--- config.mk ---
export PLATFORM = sky130hd
export DESIGN_NAME = foreign_address_learning_table_core
export DESIGN_NICKNAME = d
export VERILOG_FILES = /design/src/rtl/falt_pkg.sv /design/src/rtl/falt_ram.sv /design/src/rtl/falt_front.sv /design/src/rtl/falt_back.sv /design/src/rtl/foreign_address_learning_table_core.sv
export SDC_FILE = /design/constraint.sdc
export NUM_CORES = 2
export LEC_CHECK = 0
export BUFFER_PORTS_ARGS = -buffer_cell sky130_fd_sc_hd__buf_2
export CAP_MARGIN = 15
export CORE_ASPECT_RATIO = 0.5
export CORE_MARGIN = 4
export CORE_UTILIZATION = 45
export DETAILED_ROUTE_END_ITERATION = 6
export GPL_ROUTABILITY_DRIVEN = 0
export HOLD_SLACK_MARGIN = 0.05
export SLEW_MARGIN = 20
export SYNTH_ARGS = -nofsm -noshare
export SYNTH_HDL_FRONTEND = slang
export SYNTH_HIERARCHICAL = 1
export SYNTH_SLANG_ARGS = --single-unit
--- constraint.sdc ---
create_clock -name clk -period 5.9 [get_ports clk]
set_input_delay 0.885 -clock clk [delete_from_list [all_inputs] [get_ports clk]]
set_output_delay 0.885 -clock clk [all_outputs]
set_load 0.005 [all_outputs]
--- src/rtl/falt_pkg.sv ---
`default_nettype none

package falt_pkg;

	// Register indexes of the configuration port.
	localparam int unsigned CFG_INDEX_W = 2;
	localparam logic [CFG_INDEX_W-1:0] CFG_OWN_ADDRESS      = 2'd0;
	localparam logic [CFG_INDEX_W-1:0] CFG_LOOPBACK_ADDRESS = 2'd1;

	// Reset values of the configuration registers.
	localparam logic [31:0] OWN_ADDRESS_RESET      = 32'h0000_0000;
	localparam logic [31:0] LOOPBACK_ADDRESS_RESET = 32'h7F00_0001;

	// Classified request handed from the front to the back.
	typedef struct packed {
		logic        have;
		logic [31:0] cand;
	} falt_req_t;

	// Search sequencer states.
	typedef enum logic [1:0] {
		ST_IDLE,
		ST_CHECK,
		ST_COMPARE
	} falt_state_t;

endpackage

`default_nettype wire

--- src/rtl/falt_ram.sv ---
`default_nettype none

module falt_ram #(
	parameter int unsigned WIDTH = 32,
	parameter int unsigned DEPTH = 64
) (
	input  wire logic                     clk,
	input  wire logic                     we,
	input  wire logic [$clog2(DEPTH)-1:0] waddr,
	input  wire logic [WIDTH-1:0]         wdata,
	input  wire logic                     re,
	input  wire logic [$clog2(DEPTH)-1:0] raddr,
	output      logic [WIDTH-1:0]         rdata
);

	logic [WIDTH-1:0] mem_q [DEPTH];

	// One write port and one registered read port.
	always_ff @(posedge clk) begin
		if (we) begin
			mem_q[waddr] <= wdata;
		end
		if (re) begin
			rdata <= mem_q[raddr];
		end
	end

endmodule

`default_nettype wire

--- src/rtl/falt_front.sv ---
`default_nettype none

module falt_front
	import falt_pkg::*;
(
	input  wire logic                   clk,
	input  wire logic                   arst_n,
	input  wire logic                   cfg_write,
	input  wire logic [CFG_INDEX_W-1:0] cfg_index,
	input  wire logic [31:0]            cfg_data,
	input  wire logic                   push,
	output      logic                   full,
	input  wire logic [31:0]            dest_address,
	input  wire logic [31:0]            source_address,
	input  wire logic                   q_pop,
	output      logic                   q_empty,
	output      falt_req_t              q_req
);

	logic [31:0] own_q;
	logic [31:0] loop_q;
	falt_req_t   entry_q [2];
	logic        wr_ptr_q;
	logic        rd_ptr_q;
	logic [1:0]  fill_q;
	logic        dest_excl;
	logic        src_excl;
	falt_req_t   req_in;
	logic        do_push;

	// Configuration registers.
	always_ff @(posedge clk or negedge arst_n) begin
		if (!arst_n) begin
			own_q  <= OWN_ADDRESS_RESET;
			loop_q <= LOOPBACK_ADDRESS_RESET;
		end else if (cfg_write) begin
			case (cfg_index)
				CFG_OWN_ADDRESS:      own_q  <= cfg_data;
				CFG_LOOPBACK_ADDRESS: loop_q <= cfg_data;
				default:              ;
			endcase
		end
	end

	// Pick the candidate: a foreign destination wins, else a foreign source.
	always_comb begin
		dest_excl = (dest_address == loop_q) || (dest_address == own_q);
		src_excl  = (source_address == loop_q) || (source_address == own_q);
		req_in.have = !dest_excl || !src_excl;
		req_in.cand = !dest_excl ? dest_address : source_address;
	end

	assign full    = (fill_q == 2'd2);
	assign q_empty = (fill_q == 2'd0);
	assign do_push = push && !full;
	assign q_req   = entry_q[rd_ptr_q];

	// Two-entry queue toward the search sequencer.
	always_ff @(posedge clk) begin
		if (do_push) begin
			entry_q[wr_ptr_q] <= req_in;
		end
	end

	always_ff @(posedge clk or negedge arst_n) begin
		if (!arst_n) begin
			wr_ptr_q <= 1'b0;
			rd_ptr_q <= 1'b0;
			fill_q   <= 2'd0;
		end else begin
			if (do_push) begin
				wr_ptr_q <= !wr_ptr_q;
			end
			if (q_pop) begin
				rd_ptr_q <= !rd_ptr_q;
			end
			if (do_push && !q_pop) begin
				fill_q <= fill_q + 2'd1;
			end else if (q_pop && !do_push) begin
				fill_q <= fill_q - 2'd1;
			end
		end
	end

endmodule

`default_nettype wire

--- src/rtl/falt_back.sv ---
`default_nettype none

module falt_back
	import falt_pkg::*;
#(
	parameter int unsigned TABLE_DEPTH = 64
) (
	input  wire logic        clk,
	input  wire logic        arst_n,
	input  wire logic        q_empty,
	input  wire falt_req_t   q_req,
	output      logic        q_pop,
	output      logic        empty,
	input  wire logic        pop,
	output      logic        learned,
	output      logic [31:0] learned_address,
	output      logic [6:0]  entries_used,
	output      logic        table_full
);

	localparam int unsigned AW = $clog2(TABLE_DEPTH);
	localparam int unsigned CW = $clog2(TABLE_DEPTH + 1);
	localparam logic [CW-1:0] DEPTH_C = CW'(TABLE_DEPTH);

	falt_state_t   state_q;
	falt_state_t   state_d;
	logic [31:0]   cand_q;
	logic [CW-1:0] idx_q;
	logic [CW-1:0] count_q;
	logic [31:0]   rdata;
	logic          res_valid_q;

	logic          ram_we;
	logic          ram_re;
	logic          idx_clr;
	logic          idx_inc;
	logic          count_inc;
	logic          res_load;
	logic          res_learned;
	logic [31:0]   res_addr;
	logic          res_full;
	logic [CW-1:0] res_count;
	logic [CW+6:0] res_count_wide;

	// Learned addresses in arrival order.
	falt_ram #(
		.WIDTH(32),
		.DEPTH(TABLE_DEPTH)
	) u_table (
		.clk  (clk),
		.we   (ram_we),
		.waddr(count_q[AW-1:0]),
		.wdata(cand_q),
		.re   (ram_re),
		.raddr(idx_q[AW-1:0]),
		.rdata(rdata)
	);

	// State register.
	always_ff @(posedge clk or negedge arst_n) begin
		if (!arst_n) begin
			state_q <= ST_IDLE;
		end else begin
			state_q <= state_d;
		end
	end

	// Search sequencer: read held entries one by one, then append or drop.
	always_comb begin
		state_d     = state_q;
		q_pop       = 1'b0;
		ram_we      = 1'b0;
		ram_re      = 1'b0;
		idx_clr     = 1'b0;
		idx_inc     = 1'b0;
		count_inc   = 1'b0;
		res_load    = 1'b0;
		res_learned = 1'b0;
		res_addr    = '0;
		res_full    = 1'b0;
		unique case (state_q)
			ST_IDLE: begin
				if (!q_empty && !res_valid_q) begin
					q_pop = 1'b1;
					if (q_req.have) begin
						idx_clr = 1'b1;
						state_d = ST_CHECK;
					end else begin
						res_load = 1'b1;
					end
				end
			end
			ST_CHECK: begin
				if (idx_q == count_q) begin
					res_load = 1'b1;
					state_d  = ST_IDLE;
					if (count_q != DEPTH_C) begin
						ram_we      = 1'b1;
						count_inc   = 1'b1;
						res_learned = 1'b1;
						res_addr    = cand_q;
					end else begin
						res_full = 1'b1;
					end
				end else begin
					ram_re  = 1'b1;
					state_d = ST_COMPARE;
				end
			end
			ST_COMPARE: begin
				if (rdata == cand_q) begin
					res_load = 1'b1;
					state_d  = ST_IDLE;
				end else begin
					idx_inc = 1'b1;
					state_d = ST_CHECK;
				end
			end
			default: begin
				state_d = ST_IDLE;
			end
		endcase
	end

	assign res_count      = count_inc ? (count_q + CW'(1)) : count_q;
	assign res_count_wide = {7'd0, res_count};

	// Candidate register, loaded as a request leaves the queue.
	always_ff @(posedge clk) begin
		if (q_pop) begin
			cand_q <= q_req.cand;
		end
	end

	// Search index and entry count.
	always_ff @(posedge clk or negedge arst_n) begin
		if (!arst_n) begin
			idx_q   <= '0;
			count_q <= '0;
		end else begin
			if (idx_clr) begin
				idx_q <= '0;
			end else if (idx_inc) begin
				idx_q <= idx_q + CW'(1);
			end
			if (count_inc) begin
				count_q <= count_q + CW'(1);
			end
		end
	end

	// Result register in front of the output side.
	always_ff @(posedge clk) begin
		if (res_load) begin
			learned         <= res_learned;
			learned_address <= res_addr;
			entries_used    <= res_count_wide[6:0];
			table_full      <= res_full;
		end
	end

	always_ff @(posedge clk or negedge arst_n) begin
		if (!arst_n) begin
			res_valid_q <= 1'b0;
		end else if (res_load) begin
			res_valid_q <= 1'b1;
		end else if (pop) begin
			res_valid_q <= 1'b0;
		end
	end

	assign empty = !res_valid_q;

endmodule

`default_nettype wire

--- src/rtl/foreign_address_learning_table_core.sv ---
`default_nettype none

// Learns foreign IPv4 addresses from destination/source pairs. A destination
// that is neither the loopback nor the own address is the candidate; failing
// that, the source is. A candidate not yet held is appended to a table of
// TABLE_DEPTH entries, or dropped with table_full set when the table is full.
// Every request gives exactly one result. The front stage classifies a
// request in the cycle it is accepted and holds up to two requests; the back
// searches the table RAM through its single registered read port, reading
// each held entry in ST_CHECK and comparing it in ST_COMPARE, until a match
// or the end of the held entries. A request without a candidate gives its
// result straight from ST_IDLE. The back takes no new request while its
// result waits to be popped. The table needs no clearing after reset; the
// entry count bounds every search.
module foreign_address_learning_table_core
	import falt_pkg::*;
#(
	parameter int unsigned TABLE_DEPTH = 64
) (
	input  wire logic                   clk,
	input  wire logic                   arst_n,
	input  wire logic                   cfg_write,
	input  wire logic [CFG_INDEX_W-1:0] cfg_index,
	input  wire logic [31:0]            cfg_data,
	input  wire logic                   push,
	output      logic                   full,
	input  wire logic [31:0]            dest_address,
	input  wire logic [31:0]            source_address,
	output      logic                   empty,
	input  wire logic                   pop,
	output      logic                   learned,
	output      logic [31:0]            learned_address,
	output      logic [6:0]             entries_used,
	output      logic                   table_full
);

	logic      q_pop;
	logic      q_empty;
	falt_req_t q_req;

	// Configuration, classification and the request queue.
	falt_front u_front (
		.clk           (clk),
		.arst_n        (arst_n),
		.cfg_write     (cfg_write),
		.cfg_index     (cfg_index),
		.cfg_data      (cfg_data),
		.push          (push),
		.full          (full),
		.dest_address  (dest_address),
		.source_address(source_address),
		.q_pop         (q_pop),
		.q_empty       (q_empty),
		.q_req         (q_req)
	);

	// Table search, append and result register.
	falt_back #(
		.TABLE_DEPTH(TABLE_DEPTH)
	) u_back (
		.clk            (clk),
		.arst_n         (arst_n),
		.q_empty        (q_empty),
		.q_req          (q_req),
		.q_pop          (q_pop),
		.empty          (empty),
		.pop            (pop),
		.learned        (learned),
		.learned_address(learned_address),
		.entries_used   (entries_used),
		.table_full     (table_full)
	);

endmodule

`default_nettype wire
==> metrics <==
WL/cell=32.06 um; register area share after synthesis=77.02%; Final Hold Fails=0; synthesized instance count=4031; Seq pwr share=48.5%; DRC=0; number of buffers added on ports=145; Worst Hold Class=in2reg; NetSw=12.49 mW; Die W=638.0 um; Final min period=4.829 ns; layout cells sized above 1=30.35%; fin cells=7158; clock buffer count from CTS=208; initial antenna violation count=12; Critical Path End Type=flop; CTS tree=built; initial core utilization=45.33%; vias in the first global route=43.49k; H-tree levels=4; Total Routing Usage GR=22.18%; uppermost routed layer=met4; 1st-pass router iterations=5; Vias=43.15k; total grt overflow=0; Yosys top cell by area=edfxtp_1; Yosys warning count=6; largest net degree at the start of global routing=107; RSZ-0062 raised after global routing=no; WL met3=18710 um; Worst Max-Slew Pin Slew=1.258 ns; filler instances=15.26k; number of synthesized register bits=2304; nets=4472; synth unique cells=57; Max FO, Critical Path=45; top_reg_cell synth=edfxtp_1; die area=0.2061 mm2; Vias per Instance=6.029; Worst Path Class, Setup=reg2reg; slew margin rel.=16.12%; Max Fclk=207.1 MHz; ANT nets after route=0; Cell Area, Synth=0.08929 mm2; pwr/cell area=438.2 mW/mm2; EDFF count, synth=2219; wire length on met1=96200 um; Tcrit/Tclk final=81.85%; first-pass GRT wire length=327200 um; Net Count, Synth=4138; final WL=229500 um; max_cap viols=0; Site Rows=115; Synth top area share=74.62%; WHS=0.2349 ns; final-report max-slew violation count=0; TritonCTS Sinks=2304; dpl hpwl=135300 um; Int Pwr=31.74 mW; wire length on met2=110300 um; clk_skew=0.04137 ns; Switching Fraction=28.23%; worst IR drop on VDD=0.3158 mV; Leak=31.30 nW; clock power share=30.0%; clk root buf=clkbuf_16; setup violators final=0; Core Area=0.1970 mm2; clk buf depth=4; asr flop ratio synth=3.689%; clock transition at the registers of the reported paths=0.07 ns; Core Util, Final=51.24%; Inst Count DP=6785; Die Ht=323.0 um; drt initial violations=5263; Worst Path Required=6.42 ns; setup_tns=0 ns; syn avg cell area=22.15 um2; clk_lat worst skew=0.85 ns; Arr. time, crit path=5.35 ns; P&R area growth vs syn=13.03%; status=complete, no violations; Gate power share=21.4%; IO Pins=146; Synth area leaders=edfxtp_1 (75%), mux4_2 (14%), dfrtp_1 (2.2%); startpoint types=flop
state kept, by name, summed over array words and instances (netlist names), 7 cells and up:
register,count
u_back/learned_address,32
u_back/idx_q,7
u_back/u_table/rdata,32
u_front/own_q,32
u_back/cand_q,32
u_front/loop_q,32
u_front/entry_q,66
u_back/count_q,7
u_back/u_table/mem_q,2048
u_back/entries_used,7
per-stage QoR:
step           setup slack [ns]  power [mW]  instance area, um2
2_1_floorplan            0.1338       27.56               89290
3_3_place_gp             0.9307       31.30               94260
3_5_place_dp              1.108       31.48               94350
4_1_cts                   1.104       44.67              100900
5_1_grt                  0.8682       45.91              100900
6_report                  1.071       44.23              100900
power groups by stage:
| stage | sequential [mW] | combinational, mW | clock, mW |
|---|---|---|---|
| after CTS | 21.5 | 9.68 | 13.5 |
| final | 21.5 | 9.48 | 13.3 |
| after floorplan | 22.5 | 5.03 | 0 |
| after detailed placement | 21.8 | 9.67 | 0 |
| after global routing | 21.5 | 10.1 | 14.3 |
| after global placement | 21.8 | 9.50 | 0 |
cell type report:
class / count / area, um2 / area share [%]
Clock inverter: 106 / 1069 / 1.059
Tap cell: 2632 / 3293 / 3.263
Timing Repair Buffer: 323 / 2257 / 2.236
Multi-Input combinational cell: 1520 / 20020 / 19.84
Sequential cell: 2304 / 68790 / 68.15
Antenna cell: 8 / 20.02 / 0.01983
Clock buffer: 257 / 5451 / 5.401
Inverter: 8 / 30.03 / 0.02975
final timing paths:
path,from,slack (ns),to,cells past startpoint
worst max-delay path,u_back/count_q[1]$_DFF_PN0_,1.07,u_back/u_table/mem_q[14][28]$_DFFE_PP_,7
worst min-delay path,pop,0.23,u_back/res_valid_q$_DFFE_PN0P_,2
worst max register to register,u_back/count_q[1]$_DFF_PN0_,1.07,u_back/u_table/mem_q[14][28]$_DFFE_PP_,7
worst min register to register,u_front/fill_q[1]$_DFFE_PN0P_,0.50,u_front/fill_q[1]$_DFFE_PN0P_,1
max in group asynchronous,arst_n,4.23,u_front/loop_q[11]$_DFFE_PN0P_,3
min in group asynchronous,arst_n,0.54,u_front/own_q[12]$_DFFE_PN0P_,2
critical path: stages (launching register included):
cell and delay [ns]:
dfrtp_1 0.65, xor2_1 0.18, nor4_4 0.42, and3_4 0.56, nor2b_1 0.31, nand3_1 0.79, nor2_4 1.19, buf_4 0.37
placed cells by master (no fill, tap or decap), drive strengths merged, types with 4 or more instances in the layout:
cell / Yosys / layout
o22ai: 86 / 86
nand4: 20 / 20
nor2b: 16 / 16
xor2: 139 / 139
or3b: 5 / 5
nand2b: 12 / 12
mux2i: 98 / 98
dfrtp: 77 / 77
a311oi: 8 / 8
edfxtp: 2219 / 2219
clkinvlp: 0 / 5
a41o: 4 / 4
ha: 4 / 4
and3: 9 / 9
nand3: 10 / 10
mux2: 129 / 129
mux4: 544 / 544
o221ai: 27 / 27
xnor2: 39 / 39
nor3: 8 / 8
o32ai: 4 / 4
nor4: 38 / 38
a22oi: 12 / 12
inv: 8 / 11
a21oi: 65 / 65
buf: 116 / 322
and2: 34 / 34
nand2: 44 / 44
clkinv: 0 / 76
nand3b: 6 / 6
nor2: 143 / 143
dfstp: 8 / 8
bufinv: 0 / 22
clkbuf: 83 / 257
diode: 0 / 8
cells by family after synthesis:
kind of cell,Yosys count,share of synthesized area [%]
buffers and inverters,207,1.145
muxes,771,16.45
DFF,2304,77.02
xor gates and xnor gates,178,1.754
adders and majority gates,4,0.05605
AOI/OAI and AO/OA,212,1.558
and+or+nand+nor,355,2.025
layer usage:
layer / up-vias / global-route usage (%)
met5: - / 0
met4: 0 / 4.518
met1: 23610 / 32.34
met2: 1764 / 35.41
li1: 17530 / -
met3: 257 / 4.153
cell usage after synthesis (2+ instances only):
cell / n
a21oi_1: 65
a22oi_1: 12
a311oi_1: 8
a41o_1: 4
and2_1: 28
and2_2: 6
and3_1: 8
buf_1: 23
buf_2: 58
buf_4: 25
buf_6: 9
clkbuf_1: 83
dfrtp_1: 77
dfstp_2: 8
edfxtp_1: 2219
ha_1: 4
inv_1: 8
mux2_1: 3
mux2_2: 126
mux2i_1: 98
mux4_2: 544
nand2_1: 44
nand2b_1: 12
nand3_1: 10
nand3b_1: 6
nand4_1: 19
nand4b_1: 2
nor2_1: 143
nor2b_1: 16
nor3_1: 8
nor4_1: 36
o221ai_1: 27
o22ai_1: 85
o32ai_1: 4
or3_1: 3
or3b_1: 2
or3b_2: 3
xnor2_1: 38
xor2_1: 139
repair_timing:
| item | in CTS | in global routing |
|---|---|---|
| hold buffers | 1 | 0 |
| resized for setup | 0 | 0 |
| endpoints found under the hold margin | 26 | 0 |
| setup buffers | 0 | 0 |
(Power assumes the default switching activity.)
